==> src/rwcf_pkg.sv <==
// rwcf_pkg: shared types, constants and helpers for the RIFF/WebP chunk filter.
// No dependencies; used by every module of the block.
`default_nettype none

package rwcf_pkg;

   // Result classes as seen on rsp_byte_class
   localparam logic [2:0] CLASS_HEAD    = 3'd0;
   localparam logic [2:0] CLASS_KEPT    = 3'd1;
   localparam logic [2:0] CLASS_DROP    = 3'd2;
   localparam logic [2:0] CLASS_TAIL    = 3'd3;
   localparam logic [2:0] CLASS_SUMMARY = 3'd4;

   localparam int unsigned QUEUE_DEPTH_DEFAULT = 4;

   // Fourcc codes, first file byte in bits 31:24
   localparam logic [31:0] FOURCC_RIFF = 32'h52494646;
   localparam logic [31:0] FOURCC_WEBP = 32'h57454250;

   localparam int unsigned WHITELIST_SIZE = 9;
   localparam logic [31:0] WHITELIST [WHITELIST_SIZE] = '{
      32'h56503858,  // VP8X
      32'h56503820,  // VP8 (space)
      32'h5650384C,  // VP8L
      32'h414C5048,  // ALPH
      32'h414E494D,  // ANIM
      32'h414E4D46,  // ANMF
      32'h49434350,  // ICCP
      32'h45584946,  // EXIF
      32'h584D5020   // XMP (space)
   };

   // One queue entry: an optional single byte, then a group of buffered
   // header bytes, then an optional summary.
   typedef struct packed {
      logic        byte_valid;
      logic [7:0]  byte_value;
      logic [2:0]  byte_class;
      logic [3:0]  grp_count;
      logic [2:0]  grp_class;
      logic [63:0] grp_bytes;    // byte i in bits 8*i+7:8*i
      logic        sum_valid;
      logic        is_webp;
      logic        dropped_any;
      logic [30:0] body_length;
   } cmd_type;

   function automatic logic on_whitelist(input logic [31:0] fourcc);
      logic hit;
      hit = 1'b0;
      for (int i = 0; i < WHITELIST_SIZE; i++) begin
         if (fourcc == WHITELIST[i]) hit = 1'b1;
      end
      return hit;
   endfunction

   function automatic logic [7:0] magic_byte(input logic [31:0] word, input logic [1:0] idx);
      logic [7:0] b;
      case (idx)
         2'd0: b = word[31:24];
         2'd1: b = word[23:16];
         2'd2: b = word[15:8];
         default: b = word[7:0];
      endcase
      return b;
   endfunction

endpackage

`default_nettype wire

==> src/riff_webp_chunk_filter.sv <==
// riff_webp_chunk_filter: top level, a classifier front, an entry queue and a result back end.
// Depends on rwcf_pkg, rwcf_front, rwcf_queue and rwcf_back.
//
// Usage:
//  - csr_*: write total_length (payload byte count) while the block is idle;
//    csr_ready is always high, a write lands on the edge where csr_valid is high.
//  - req_*: one payload byte per item, taken when req_push is high and
//    req_full low. A byte can be taken every cycle.
//  - rsp_*: result items leave through a queue-style port; the head item sits
//    on the ports while rsp_empty is low and goes on an edge with rsp_pop high.
//  - Each byte gives zero, one or eight items: chunk header bytes are held back
//    until the eighth arrives and then leave as a burst of eight. The final
//    byte of the payload adds any held-back header bytes as tail and a summary
//    item with rsp_last set; the next byte starts a new payload.
//  - Path: an item passes the queue, the working entry in rwcf_back and the
//    output register on its way to the result ports.
//  - Throughput: with rsp_pop high, one byte taken and one item delivered per
//    cycle; the back end emits one item a cycle and the queue (QUEUE_DEPTH
//    entries) absorbs the header bursts. req_full rises only when that queue is full.
//  - Stall: with rsp_pop low the output register holds its item; the back end
//    and then the queue fill, and the input side stalls through req_full.
//  - Reset (synchronous, active high) empties queue and output, sets
//    total_length to 1 and restarts the parse at the file header.
`default_nettype none

module riff_webp_chunk_filter #(
   parameter int unsigned QUEUE_DEPTH = rwcf_pkg::QUEUE_DEPTH_DEFAULT
) (
   input  wire logic        clock,
   input  wire logic        reset,
   // configuration
   input  wire logic        csr_valid,
   output logic             csr_ready,
   input  wire logic [30:0] csr_total_length,
   // byte input
   input  wire logic        req_push,
   output logic             req_full,
   input  wire logic [7:0]  req_data_byte,
   // results
   output logic             rsp_empty,
   input  wire logic        rsp_pop,
   output logic [7:0]       rsp_byte_value,
   output logic [2:0]       rsp_byte_class,
   output logic             rsp_is_summary,
   output logic             rsp_is_webp,
   output logic             rsp_dropped_any,
   output logic [30:0]      rsp_body_length,
   output logic [31:0]      rsp_riff_size,
   output logic             rsp_keep_original,
   output logic             rsp_last
);

   rwcf_pkg::cmd_type front_cmd;
   rwcf_pkg::cmd_type head_cmd;
   logic              front_cmd_valid;
   logic              q_full, q_empty, q_pop;
   logic              take;

   // configuration register is always writable
   assign csr_ready = 1'b1;

   // a byte is taken whenever the queue has room; bytes that only fill the
   // header buffer push nothing
   assign req_full = q_full;
   assign take     = req_push && !q_full;

   rwcf_front u_front (
      .clock            (clock),
      .reset            (reset),
      .csr_valid        (csr_valid),
      .csr_total_length (csr_total_length),
      .take             (take),
      .data_byte        (req_data_byte),
      .cmd              (front_cmd),
      .cmd_valid        (front_cmd_valid)
   );

   rwcf_queue #(
      .DEPTH (QUEUE_DEPTH)
   ) u_queue (
      .clock     (clock),
      .reset     (reset),
      .push      (take && front_cmd_valid),
      .push_data (front_cmd),
      .full      (q_full),
      .pop       (q_pop),
      .pop_data  (head_cmd),
      .empty     (q_empty)
   );

   rwcf_back u_back (
      .clock             (clock),
      .reset             (reset),
      .cmd               (head_cmd),
      .cmd_empty         (q_empty),
      .cmd_pop           (q_pop),
      .rsp_pop           (rsp_pop),
      .rsp_empty         (rsp_empty),
      .rsp_byte_value    (rsp_byte_value),
      .rsp_byte_class    (rsp_byte_class),
      .rsp_is_summary    (rsp_is_summary),
      .rsp_is_webp       (rsp_is_webp),
      .rsp_dropped_any   (rsp_dropped_any),
      .rsp_body_length   (rsp_body_length),
      .rsp_riff_size     (rsp_riff_size),
      .rsp_keep_original (rsp_keep_original),
      .rsp_last          (rsp_last)
   );

endmodule

`default_nettype wire

==> src/rwcf_front.sv <==
// rwcf_front: takes payload bytes, tracks the RIFF/chunk walk and builds queue entries.
// Depends on rwcf_pkg; holds the total_length register.
`default_nettype none

module rwcf_front (
   input  wire logic              clock,
   input  wire logic              reset,
   input  wire logic              csr_valid,
   input  wire logic [30:0]       csr_total_length,
   input  wire logic              take,
   input  wire logic [7:0]        data_byte,
   output rwcf_pkg::cmd_type      cmd,
   output logic                   cmd_valid
);

   typedef enum logic [3:0] {
      PH_FILE = 4'b0001,
      PH_HDR  = 4'b0010,
      PH_BODY = 4'b0100,
      PH_TAIL = 4'b1000
   } phase_type;

   logic [30:0] total_ff;
   logic [30:0] pos_ff, pos_in;
   phase_type   phase_ff, phase_in;
   logic [7:0]  store_ff [8];
   logic [7:0]  store_in [8];
   logic [2:0]  fill_ff, fill_in;
   logic [32:0] left_ff, left_in;
   logic        keep_chunk_ff, keep_chunk_in;
   logic        magic_ff, magic_in;
   logic        drop_ff, drop_in;
   logic [30:0] kept_ff, kept_in;

   logic [31:0] p_next;
   logic        final_byte;
   logic [31:0] size;
   logic [32:0] padded;
   logic        webp;

   always_comb begin
      pos_in        = pos_ff;
      phase_in      = phase_ff;
      store_in      = store_ff;
      fill_in       = fill_ff;
      left_in       = left_ff;
      keep_chunk_in = keep_chunk_ff;
      magic_in      = magic_ff;
      drop_in       = drop_ff;
      kept_in       = kept_ff;
      cmd           = '0;
      size          = '0;
      padded        = '0;
      webp          = 1'b0;

      p_next     = {1'b0, pos_ff} + 32'd1;
      final_byte = p_next >= {1'b0, total_ff};

      case (phase_ff)
         PH_FILE: begin
            if (pos_ff < 31'd4 &&
                data_byte != rwcf_pkg::magic_byte(rwcf_pkg::FOURCC_RIFF, pos_ff[1:0]))
               magic_in = 1'b0;
            if (pos_ff >= 31'd8 && pos_ff < 31'd12 &&
                data_byte != rwcf_pkg::magic_byte(rwcf_pkg::FOURCC_WEBP, pos_ff[1:0]))
               magic_in = 1'b0;
            cmd.byte_valid = 1'b1;
            cmd.byte_class = rwcf_pkg::CLASS_HEAD;
            if (pos_ff == 31'd11) begin
               phase_in = magic_in ? PH_HDR : PH_TAIL;
               fill_in  = 3'd0;
            end
         end
         PH_HDR: begin
            if (fill_ff == 3'd0 && ({1'b0, pos_ff} + 32'd8) > {1'b0, total_ff}) begin
               // fewer than eight bytes left: no room for a header
               phase_in       = PH_TAIL;
               cmd.byte_valid = 1'b1;
               cmd.byte_class = rwcf_pkg::CLASS_TAIL;
            end else begin
               store_in[fill_ff] = data_byte;
               if (fill_ff == 3'd7) begin
                  size    = {data_byte, store_ff[6], store_ff[5], store_ff[4]};
                  padded  = {1'b0, size} + {32'd0, size[0]};
                  fill_in = 3'd0;
                  cmd.grp_count = 4'd8;
                  if (({2'b0, p_next} + {1'b0, padded}) > {3'b0, total_ff}) begin
                     // chunk runs past the end
                     phase_in      = PH_TAIL;
                     cmd.grp_class = rwcf_pkg::CLASS_TAIL;
                  end else begin
                     keep_chunk_in = rwcf_pkg::on_whitelist(
                        {store_ff[0], store_ff[1], store_ff[2], store_ff[3]});
                     if (keep_chunk_in) begin
                        kept_in       = kept_ff + 31'd8 + padded[30:0];
                        cmd.grp_class = rwcf_pkg::CLASS_KEPT;
                     end else begin
                        drop_in       = 1'b1;
                        cmd.grp_class = rwcf_pkg::CLASS_DROP;
                     end
                     left_in  = padded;
                     phase_in = (padded != 33'd0) ? PH_BODY : PH_HDR;
                  end
               end else begin
                  fill_in = fill_ff + 3'd1;
               end
            end
         end
         PH_BODY: begin
            cmd.byte_valid = 1'b1;
            cmd.byte_class = keep_chunk_ff ? rwcf_pkg::CLASS_KEPT : rwcf_pkg::CLASS_DROP;
            left_in = left_ff - 33'd1;
            if (left_ff == 33'd1) phase_in = PH_HDR;
         end
         PH_TAIL: begin
            cmd.byte_valid = 1'b1;
            cmd.byte_class = rwcf_pkg::CLASS_TAIL;
         end
         default: begin
            phase_in = PH_FILE;
         end
      endcase

      cmd.byte_value = data_byte;
      for (int i = 0; i < 8; i++) cmd.grp_bytes[8*i +: 8] = store_in[i];

      if (final_byte) begin
         webp = magic_in && pos_ff >= 31'd11;
         // partial header still buffered goes out as tail
         if (phase_in == PH_HDR && fill_in != 3'd0) begin
            cmd.grp_count = {1'b0, fill_in};
            cmd.grp_class = rwcf_pkg::CLASS_TAIL;
         end
         cmd.sum_valid   = 1'b1;
         cmd.is_webp     = webp;
         cmd.dropped_any = webp && drop_in;
         cmd.body_length = webp ? kept_in : 31'd0;
         pos_in        = '0;
         phase_in      = PH_FILE;
         fill_in       = '0;
         left_in       = '0;
         keep_chunk_in = 1'b0;
         magic_in      = 1'b1;
         drop_in       = 1'b0;
         kept_in       = '0;
      end else begin
         pos_in = p_next[30:0];
      end

      cmd_valid = cmd.byte_valid || (cmd.grp_count != 4'd0) || cmd.sum_valid;
   end

   always_ff @(posedge clock) begin
      if (reset) begin
         total_ff      <= 31'd1;
         pos_ff        <= '0;
         phase_ff      <= PH_FILE;
         fill_ff       <= '0;
         left_ff       <= '0;
         keep_chunk_ff <= 1'b0;
         magic_ff      <= 1'b1;
         drop_ff       <= 1'b0;
         kept_ff       <= '0;
      end else begin
         if (csr_valid) total_ff <= csr_total_length;
         if (take) begin
            pos_ff        <= pos_in;
            phase_ff      <= phase_in;
            fill_ff       <= fill_in;
            left_ff       <= left_in;
            keep_chunk_ff <= keep_chunk_in;
            magic_ff      <= magic_in;
            drop_ff       <= drop_in;
            kept_ff       <= kept_in;
         end
      end
   end

   // header bytes: payload only, no reset
   always_ff @(posedge clock) begin
      if (take) store_ff <= store_in;
   end

endmodule

`default_nettype wire

==> src/rwcf_queue.sv <==
// rwcf_queue: short entry queue between classifier and result sequencer.
// Depends on rwcf_pkg for the entry type.
`default_nettype none

module rwcf_queue #(
   parameter int unsigned DEPTH = rwcf_pkg::QUEUE_DEPTH_DEFAULT
) (
   input  wire logic              clock,
   input  wire logic              reset,
   input  wire logic              push,
   input  wire rwcf_pkg::cmd_type push_data,
   output logic                   full,
   input  wire logic              pop,
   output rwcf_pkg::cmd_type      pop_data,
   output logic                   empty
);

   localparam int unsigned PTR_W = (DEPTH > 1) ? $clog2(DEPTH) : 1;
   localparam int unsigned CNT_W = $clog2(DEPTH + 1);

   rwcf_pkg::cmd_type entry_ff [DEPTH];
   logic [PTR_W-1:0]  wr_ptr_ff, wr_ptr_in;
   logic [PTR_W-1:0]  rd_ptr_ff, rd_ptr_in;
   logic [CNT_W-1:0]  count_ff, count_in;
   logic              do_push, do_pop;

   assign full     = count_ff == CNT_W'(DEPTH);
   assign empty    = count_ff == '0;
   assign pop_data = entry_ff[rd_ptr_ff];
   assign do_push  = push && !full;
   assign do_pop   = pop && !empty;

   always_comb begin
      wr_ptr_in = wr_ptr_ff;
      rd_ptr_in = rd_ptr_ff;
      count_in  = count_ff;
      if (do_push)
         wr_ptr_in = (wr_ptr_ff == PTR_W'(DEPTH - 1)) ? '0 : wr_ptr_ff + PTR_W'(1);
      if (do_pop)
         rd_ptr_in = (rd_ptr_ff == PTR_W'(DEPTH - 1)) ? '0 : rd_ptr_ff + PTR_W'(1);
      if (do_push && !do_pop)      count_in = count_ff + CNT_W'(1);
      else if (do_pop && !do_push) count_in = count_ff - CNT_W'(1);
   end

   always_ff @(posedge clock) begin
      if (reset) begin
         wr_ptr_ff <= '0;
         rd_ptr_ff <= '0;
         count_ff  <= '0;
      end else begin
         wr_ptr_ff <= wr_ptr_in;
         rd_ptr_ff <= rd_ptr_in;
         count_ff  <= count_in;
      end
   end

   always_ff @(posedge clock) begin
      if (do_push) entry_ff[wr_ptr_ff] <= push_data;
   end

endmodule

`default_nettype wire

==> src/rwcf_back.sv <==
// rwcf_back: expands queue entries into result items, one per cycle unless rsp_pop stalls;
// each goes into the output register. Depends on rwcf_pkg for the entry type and class codes.
`default_nettype none

module rwcf_back (
   input  wire logic              clock,
   input  wire logic              reset,
   input  wire rwcf_pkg::cmd_type cmd,
   input  wire logic              cmd_empty,
   output logic                   cmd_pop,
   input  wire logic              rsp_pop,
   output logic                   rsp_empty,
   output logic [7:0]             rsp_byte_value,
   output logic [2:0]             rsp_byte_class,
   output logic                   rsp_is_summary,
   output logic                   rsp_is_webp,
   output logic                   rsp_dropped_any,
   output logic [30:0]            rsp_body_length,
   output logic [31:0]            rsp_riff_size,
   output logic                   rsp_keep_original,
   output logic                   rsp_last
);

   // working entry
   logic        byte_pend_ff, byte_pend_in;
   logic [7:0]  byte_ff, byte_in;
   logic [2:0]  bclass_ff, bclass_in;
   logic [3:0]  grp_left_ff, grp_left_in;
   logic [2:0]  grp_idx_ff, grp_idx_in;
   logic [2:0]  gclass_ff, gclass_in;
   logic [63:0] gbytes_ff, gbytes_in;
   logic        sum_pend_ff, sum_pend_in;
   logic        webp_ff, webp_in;
   logic        drop_ff, drop_in;
   logic [30:0] body_ff, body_in;

   // output register
   logic        out_valid_ff, out_valid_in;
   logic [7:0]  out_value_ff, out_value_in;
   logic [2:0]  out_class_ff, out_class_in;
   logic        out_sum_ff, out_sum_in;
   logic        out_webp_ff, out_webp_in;
   logic        out_drop_ff, out_drop_in;
   logic [30:0] out_body_ff, out_body_in;
   logic [31:0] out_riff_ff, out_riff_in;
   logic        out_keep_ff, out_keep_in;

   logic out_adv, busy, emit, last_item;

   always_comb begin
      byte_pend_in = byte_pend_ff;
      byte_in      = byte_ff;
      bclass_in    = bclass_ff;
      grp_left_in  = grp_left_ff;
      grp_idx_in   = grp_idx_ff;
      gclass_in    = gclass_ff;
      gbytes_in    = gbytes_ff;
      sum_pend_in  = sum_pend_ff;
      webp_in      = webp_ff;
      drop_in      = drop_ff;
      body_in      = body_ff;

      out_valid_in = out_valid_ff;
      out_value_in = out_value_ff;
      out_class_in = out_class_ff;
      out_sum_in   = out_sum_ff;
      out_webp_in  = out_webp_ff;
      out_drop_in  = out_drop_ff;
      out_body_in  = out_body_ff;
      out_riff_in  = out_riff_ff;
      out_keep_in  = out_keep_ff;

      out_adv   = !out_valid_ff || rsp_pop;
      busy      = byte_pend_ff || (grp_left_ff != 4'd0) || sum_pend_ff;
      emit      = out_adv && busy;
      last_item = 1'b0;

      if (emit) begin
         out_valid_in = 1'b1;
         out_sum_in   = 1'b0;
         out_webp_in  = 1'b0;
         out_drop_in  = 1'b0;
         out_body_in  = '0;
         out_riff_in  = '0;
         out_keep_in  = 1'b0;
         if (byte_pend_ff) begin
            out_value_in = byte_ff;
            out_class_in = bclass_ff;
            byte_pend_in = 1'b0;
            last_item    = (grp_left_ff == 4'd0) && !sum_pend_ff;
         end else if (grp_left_ff != 4'd0) begin
            out_value_in = gbytes_ff[{grp_idx_ff, 3'b000} +: 8];
            out_class_in = gclass_ff;
            grp_left_in  = grp_left_ff - 4'd1;
            grp_idx_in   = grp_idx_ff + 3'd1;
            last_item    = (grp_left_ff == 4'd1) && !sum_pend_ff;
         end else begin
            out_value_in = '0;
            out_class_in = rwcf_pkg::CLASS_SUMMARY;
            out_sum_in   = 1'b1;
            out_webp_in  = webp_ff;
            out_drop_in  = drop_ff;
            out_body_in  = body_ff;
            out_riff_in  = {1'b0, body_ff} + 32'd4;
            out_keep_in  = !webp_ff || !drop_ff || (body_ff == 31'd0);
            sum_pend_in  = 1'b0;
            last_item    = 1'b1;
         end
      end else if (rsp_pop) begin
         out_valid_in = 1'b0;
      end

      cmd_pop = !cmd_empty && (!busy || (emit && last_item));
      if (cmd_pop) begin
         byte_pend_in = cmd.byte_valid;
         byte_in      = cmd.byte_value;
         bclass_in    = cmd.byte_class;
         grp_left_in  = cmd.grp_count;
         grp_idx_in   = 3'd0;
         gclass_in    = cmd.grp_class;
         gbytes_in    = cmd.grp_bytes;
         sum_pend_in  = cmd.sum_valid;
         webp_in      = cmd.is_webp;
         drop_in      = cmd.dropped_any;
         body_in      = cmd.body_length;
      end
   end

   always_ff @(posedge clock) begin
      if (reset) begin
         byte_pend_ff <= 1'b0;
         grp_left_ff  <= '0;
         sum_pend_ff  <= 1'b0;
         out_valid_ff <= 1'b0;
      end else begin
         byte_pend_ff <= byte_pend_in;
         grp_left_ff  <= grp_left_in;
         sum_pend_ff  <= sum_pend_in;
         out_valid_ff <= out_valid_in;
      end
   end

   always_ff @(posedge clock) begin
      byte_ff      <= byte_in;
      bclass_ff    <= bclass_in;
      grp_idx_ff   <= grp_idx_in;
      gclass_ff    <= gclass_in;
      gbytes_ff    <= gbytes_in;
      webp_ff      <= webp_in;
      drop_ff      <= drop_in;
      body_ff      <= body_in;
      out_value_ff <= out_value_in;
      out_class_ff <= out_class_in;
      out_sum_ff   <= out_sum_in;
      out_webp_ff  <= out_webp_in;
      out_drop_ff  <= out_drop_in;
      out_body_ff  <= out_body_in;
      out_riff_ff  <= out_riff_in;
      out_keep_ff  <= out_keep_in;
   end

   assign rsp_empty         = !out_valid_ff;
   assign rsp_byte_value    = out_value_ff;
   assign rsp_byte_class    = out_class_ff;
   assign rsp_is_summary    = out_sum_ff;
   assign rsp_is_webp       = out_webp_ff;
   assign rsp_dropped_any   = out_drop_ff;
   assign rsp_body_length   = out_body_ff;
   assign rsp_riff_size     = out_riff_ff;
   assign rsp_keep_original = out_keep_ff;
   assign rsp_last          = out_sum_ff;

endmodule

`default_nettype wire

==> config.mk <==
export PLATFORM = sky130hd
export DESIGN_NAME = riff_webp_chunk_filter
export DESIGN_NICKNAME = d
export VERILOG_FILES = /design/src/rwcf_pkg.sv /design/src/riff_webp_chunk_filter.sv /design/src/rwcf_front.sv /design/src/rwcf_queue.sv /design/src/rwcf_back.sv
export SDC_FILE = /design/constraint.sdc
export NUM_CORES = 1
export LEC_CHECK = 0
export CAP_MARGIN = 10
export CORE_ASPECT_RATIO = 1.75
export CORE_UTILIZATION = 44
export DETAILED_ROUTE_END_ITERATION = 8
export DONT_BUFFER_PORTS = 1
export PLACE_DENSITY_LB_ADDON = 0.08
export SLEW_MARGIN = 10
export SYNTH_ARGS = -nofsm -noshare
export SYNTH_HDL_FRONTEND = slang
export SYNTH_HIERARCHICAL = 1
export SYNTH_SLANG_ARGS = --single-unit
export TNS_END_PERCENT = 1
==> constraint.sdc <==
create_clock -name clock -period 10.5 [get_ports clock]
set_input_delay 2.1 -clock clock [delete_from_list [all_inputs] [get_ports clock]]
set_output_delay 2.1 -clock clock [all_outputs]
set_load 0.02 [all_outputs]
==> run summary <==
The run finished with clean final reports. The worst-case clock skew came out at 0.0386 ns. The routed layout has 28703 vias. The die width is roughly 240 um. The final-layout fill cell count came out at 8744. The buffer depth of the longest clock path is 3. The peak ir drop on the vdd network is approximately 200 uV. sky130_fd_sc_hd__edfxtp_1 takes more of the synthesized area than any other cell.

The proportion of register bits with asynchronous set or reset after synthesis is 0. Synthesis produced a netlist whose cell count is roughly 3400. The library cells used most frequently in the layout, excluding fill and tap cells, are 719 x sky130_fd_sc_hd__edfxtp_1, 207 x sky130_fd_sc_hd__nand2_1, 205 x sky130_fd_sc_hd__ha_1. Setup slack on the worst reg-to-reg path comes out at approximately 0.84 ns. For this run, the leading register cell type out of synthesis is sky130_fd_sc_hd__edfxtp_1. The synthesized-area fraction occupied by ao, oa, aoi and oai cells came to 0.101.

Entering global routing, the biggest net connects between 100 and 150 pins. The library cell used most frequently in the layout, excluding fill and tap cells, is sky130_fd_sc_hd__edfxtp_1. The count of boundary I/O pins came out at 126. The post-CTS resize count is 0. The core region is a little under 100000 um2.

The clock net sink count is just under 900. The number of cells traversed by the worst register-to-register path came out at 25. The number of buffers created by CTS is 83. The number of detailed-routing iterations run before antenna repair came out at 5. Along the worst hold path, the cell count comes to 2.

The latest clock arrival within the worst-skew pair is 0.70 ns. The number of DRC violations after detailed-routing iteration 0 is roughly 2000. The hold buffer count at CTS came out at 0. The internal power is around 7.4 mW.

Summed over all cells, the static leakage comes to roughly 16 nW. The sequential power share is 0.491. After synthesis the netlist holds a flip-flop and latch count of ~870. In the final routed layout, each cell accounts on average for roughly 27 um.

The critical path in this run is classified as flop to flop. The wire length of the first global-routing pass came out at between 150000 and 200000 um. The final worst hold slack is 0.483 ns. The setup TNS after final layout came out at 0 ns. The final period utilization came out at 0.920.

The max-slew violation total from the final report came out at 0. Of the total power, the share spent switching nets is 0.315. For this run, the total global-route usage over all layers was measured as 0.258. Data on the critical path arrives at its endpoint at 10.24 ns. The highest fanout seen on the critical path came out at 36. The share of the yosys chip area belonging to registers came out at 0.565. TritonCTS built the clock tree. The final weighted congestion in routability-driven placement came out at 0.983.

The post-route minimum period came out at around 9.7 ns. The analysis attributes to net switching a power of about 3.4 mW. The total routed wirelength is ~130000 um.

The mux cell area share after synthesis came out at 0.0941. After synthesis, the largest family of logic cells by area is simple AND/OR/NAND/NOR gates. The post-synthesis share of cell area spent on full adders, half adders and majority gates came out at 0.0605.

The total count of hold-check failures in the final report was 0. The post-detailed-placement half-perimeter wirelength came out at 89900 um. The number of global-route vias before repair came out at 29549.

The top achievable clock speed is a little over 100 MHz. The worst flop-to-flop path startpoint is u_front/pos_ff[5]. The worst setup path is captured at a flop. The synthesized-area fraction occupied by and/or/nand/nor cells is 0.112. The mean post-synth cell area came out at roughly 13 um2. During synthesis, Yosys emitted a total of 6 warnings.

For this run, design rule violations remaining after detail routing come to 0. The number of rows created at floorplan came out at 152. At the pin with the least slew margin, the transition time is roughly 1.2 ns. The CTS clock-pin slew for the worst setup and hold paths came out at approximately 0.070 ns. After synthesis, the cell types taking the most area are sky130_fd_sc_hd__edfxtp_1 49%, sky130_fd_sc_hd__dfxtp_1 7.1%, sky130_fd_sc_hd__mux4_2 6.9%, sky130_fd_sc_hd__ha_1 5.9%, sky130_fd_sc_hd__xnor2_1 2.1%. Across the run, the number of max-cap violations was 0. The post-synthesis share of cell area spent on xor and xnor gates came out at 0.0346.

The remaining antenna violation count after routing is 0. Of the total power, the clock network draws 0.287. The number of failing setup endpoints in the final timing report is 0. The combinational power share is 0.222. Yosys mapped a number of flops with a built-in enable equal to between 700 and 800. The starting utilization of the core area came out at 0.445. The number of buffers inserted by port buffering came out at 0. The worst register-to-register path ends at u_front/left_ff[21]. The setup fix buffers added after clock tree synthesis came out at 0. Setup repair after global routing left no endpoint under its margin. The startpoint of the most critical hold path is u_queue/rd_ptr_ff[0].

The total standard cell area after synthesis is ~44000 um2. The unique cell type count in the Yosys netlist came out at 103. The cell at the root of the clock tree is sky130_fd_sc_hd__clkbuf_16. The number of antenna violations at the first check in global routing is 4.

The overall die area is 101000 um2. The total power density per cell area came out at 227 nW/um2. The number of vias per cell after detailed routing is 6.05. The area share of the leading cell type in the synthesized netlist is 0.494. The share of post-route cells with drive strength above 1 came out at 0.127.

The worst relative slew slack is 0.196. The worst setup path is launched from a flop. The die height came out at 419 um. STA puts the critical path data required time at 11.08 ns. For this run the aggregate overflow at the end of global routing stands at 0. Relative to the synthesized area, the layout overhead comes to 9.42%.

The CTS H-tree depth is 3. The tightest min-delay check is of the flop to flop type. The net total in the final layout came out at ~3600.
-- per-layer routing --
layer,global-route usage,part of all wire,up-vias
met5,0,0.00012,-
met4,0.169,0.071,2
met3,0.0398,0.044,317
met2,0.462,0.52,837
met1,0.281,0.36,14429
li1,-,-,13118
-- power by group through the flow --
stage | Combinational (mW) | Sequential [mW] | Clock [mW]
finish | 2.41 | 5.34 | 3.13
floorplan | 1.72 | 5.28 | 0
global route | 2.62 | 5.42 | 3.33
detailed placement | 2.45 | 5.43 | 0
CTS | 2.46 | 5.36 | 3.21
global placement | 2.41 | 5.40 | 0
-- cell families (layout without fill, tap and decap cells) --
| group | after synthesis | after routing |
|---|---|---|
| AO/OA/AOI/OAI | 652 | 652 |
| XOR/XNOR | 171 | 171 |
| adder cells (fa/ha/maj) | 210 | 210 |
| buffers and inverters | 338 | 334 |
| flip-flops | 873 | 873 |
| multiplexers | 237 | 237 |
| other | 2 | 6 |
| AND/OR/NAND/NOR | 954 | 954 |
-- layout make-up --
class,count,area [um2],area share
Sequential cell,873,24700,0.516
Multi-Input combinational cell,2228,17700,0.370
Clock buffer,106,2210,0.0463
Tap cell,1309,1640,0.0343
Clock inverter,47,594,0.0124
Timing Repair Buffer,60,513,0.0107
Inverter,121,459,0.00961
Antenna cell,2,5.00,0.000105
-- registers in the layout, summed over array words and instances (netlist names), 4 cells and up, named ones only --
name	count
u_back/rsp_riff_size	30
u_back/body_ff	31
u_front/store_ff	64
u_front/total_ff	31
u_back/byte_ff	8
u_back/rsp_byte_value	8
u_front/left_ff	33
u_back/rsp_body_length	31
u_front/pos_ff	31
u_back/gbytes_ff	64
u_front/phase_ff	4
u_front/kept_ff	30
u_queue/entry_ff	468
u_back/grp_left_ff	4
-- synthesized netlist by cell type (all sizes together) (11+ instances only) --
cell and count:
o32ai 27, dfxtp 154, nand2b 13, nor4 69, buf 83, mux4 133
a311o 21, and2 43, o2111a 21, o21ai 154, nand2 208, nand3 163
xor2 63, and3 27, nor2 182, mux2i 44, o311ai 12, o31ai 11
a21oi 177, nand4 60, inv 120, o21a 19, xnor2 107, and4 12
mux2 60, clkbuf 134, or4 15, a21o 37, nor2b 14, o211ai 28
edfxtp 719, a31oi 18, nor3 73, a211oi 19, o2111ai 17, or3 34
ha 205
-- per-stage QoR --
step | total power [mW] | utilization | std cells | setup slack, ns | area (um2)
floorplan | 7.00 | - | 3439 | 3.17 | 43700
global placement | 7.81 | 0.458 | 4590 | 0.924 | 45000
detailed placement | 7.87 | 0.458 | 4590 | 0.980 | 45000
CTS | 11.0 | 0.487 | 4743 | 0.890 | 47800
global route | 11.4 | 0.487 | 4744 | 0.560 | 47800
finish | 10.9 | 0.487 | 4746 | 0.838 | 47800
-- how the worst max path moves through the flow --
| stage | end | slack (ns) | from | cells past startpoint |
|---|---|---|---|---|
| 2_1_floorplan | u_queue/entry_ff[2][0] | 3.17 | u_front/pos_ff[3] | 19 |
| 3_3_place_gp | u_front/left_ff[4] | 0.92 | u_front/pos_ff[5] | 25 |
| 3_5_place_dp | u_front/left_ff[20] | 0.98 | u_front/pos_ff[5] | 25 |
| 4_1_cts | u_front/left_ff[20] | 0.89 | u_front/pos_ff[5] | 25 |
| 5_1_grt | u_front/left_ff[13] | 0.56 | u_front/pos_ff[5] | 25 |
| 6_report | u_front/left_ff[21] | 0.84 | u_front/pos_ff[5] | 25 |
-- worst max-delay path, stage by stage, from the launching register on --
cell and delay (ns):
sky130_fd_sc_hd__dfxtp_1 0.60, sky130_fd_sc_hd__nand3_1 0.36, sky130_fd_sc_hd__nor4_1 0.96, sky130_fd_sc_hd__nand3_1 0.57, sky130_fd_sc_hd__nor2_1 0.60, sky130_fd_sc_hd__nand3_1 0.24
sky130_fd_sc_hd__nor2_1 0.17, sky130_fd_sc_hd__xor2_1 0.35, sky130_fd_sc_hd__ha_1 0.37, sky130_fd_sc_hd__a21o_1 0.19, sky130_fd_sc_hd__a21oi_1 0.16, sky130_fd_sc_hd__o221ai_1 0.18
sky130_fd_sc_hd__a21o_1 0.22, sky130_fd_sc_hd__a21oi_1 0.32, sky130_fd_sc_hd__o21bai_1 0.12, sky130_fd_sc_hd__a21oi_1 0.19, sky130_fd_sc_hd__xnor2_1 0.09, sky130_fd_sc_hd__ha_1 0.31
sky130_fd_sc_hd__nand4_1 0.23, sky130_fd_sc_hd__nor4_1 0.72, sky130_fd_sc_hd__nand3_1 0.24, sky130_fd_sc_hd__o21ai_0 0.20, sky130_fd_sc_hd__a2bb2oi_4 0.31, sky130_fd_sc_hd__o211a_2 0.87
sky130_fd_sc_hd__o21ai_2 0.48, sky130_fd_sc_hd__o32ai_1 0.42
Note: power is estimated with default switching activity, not from simulation.
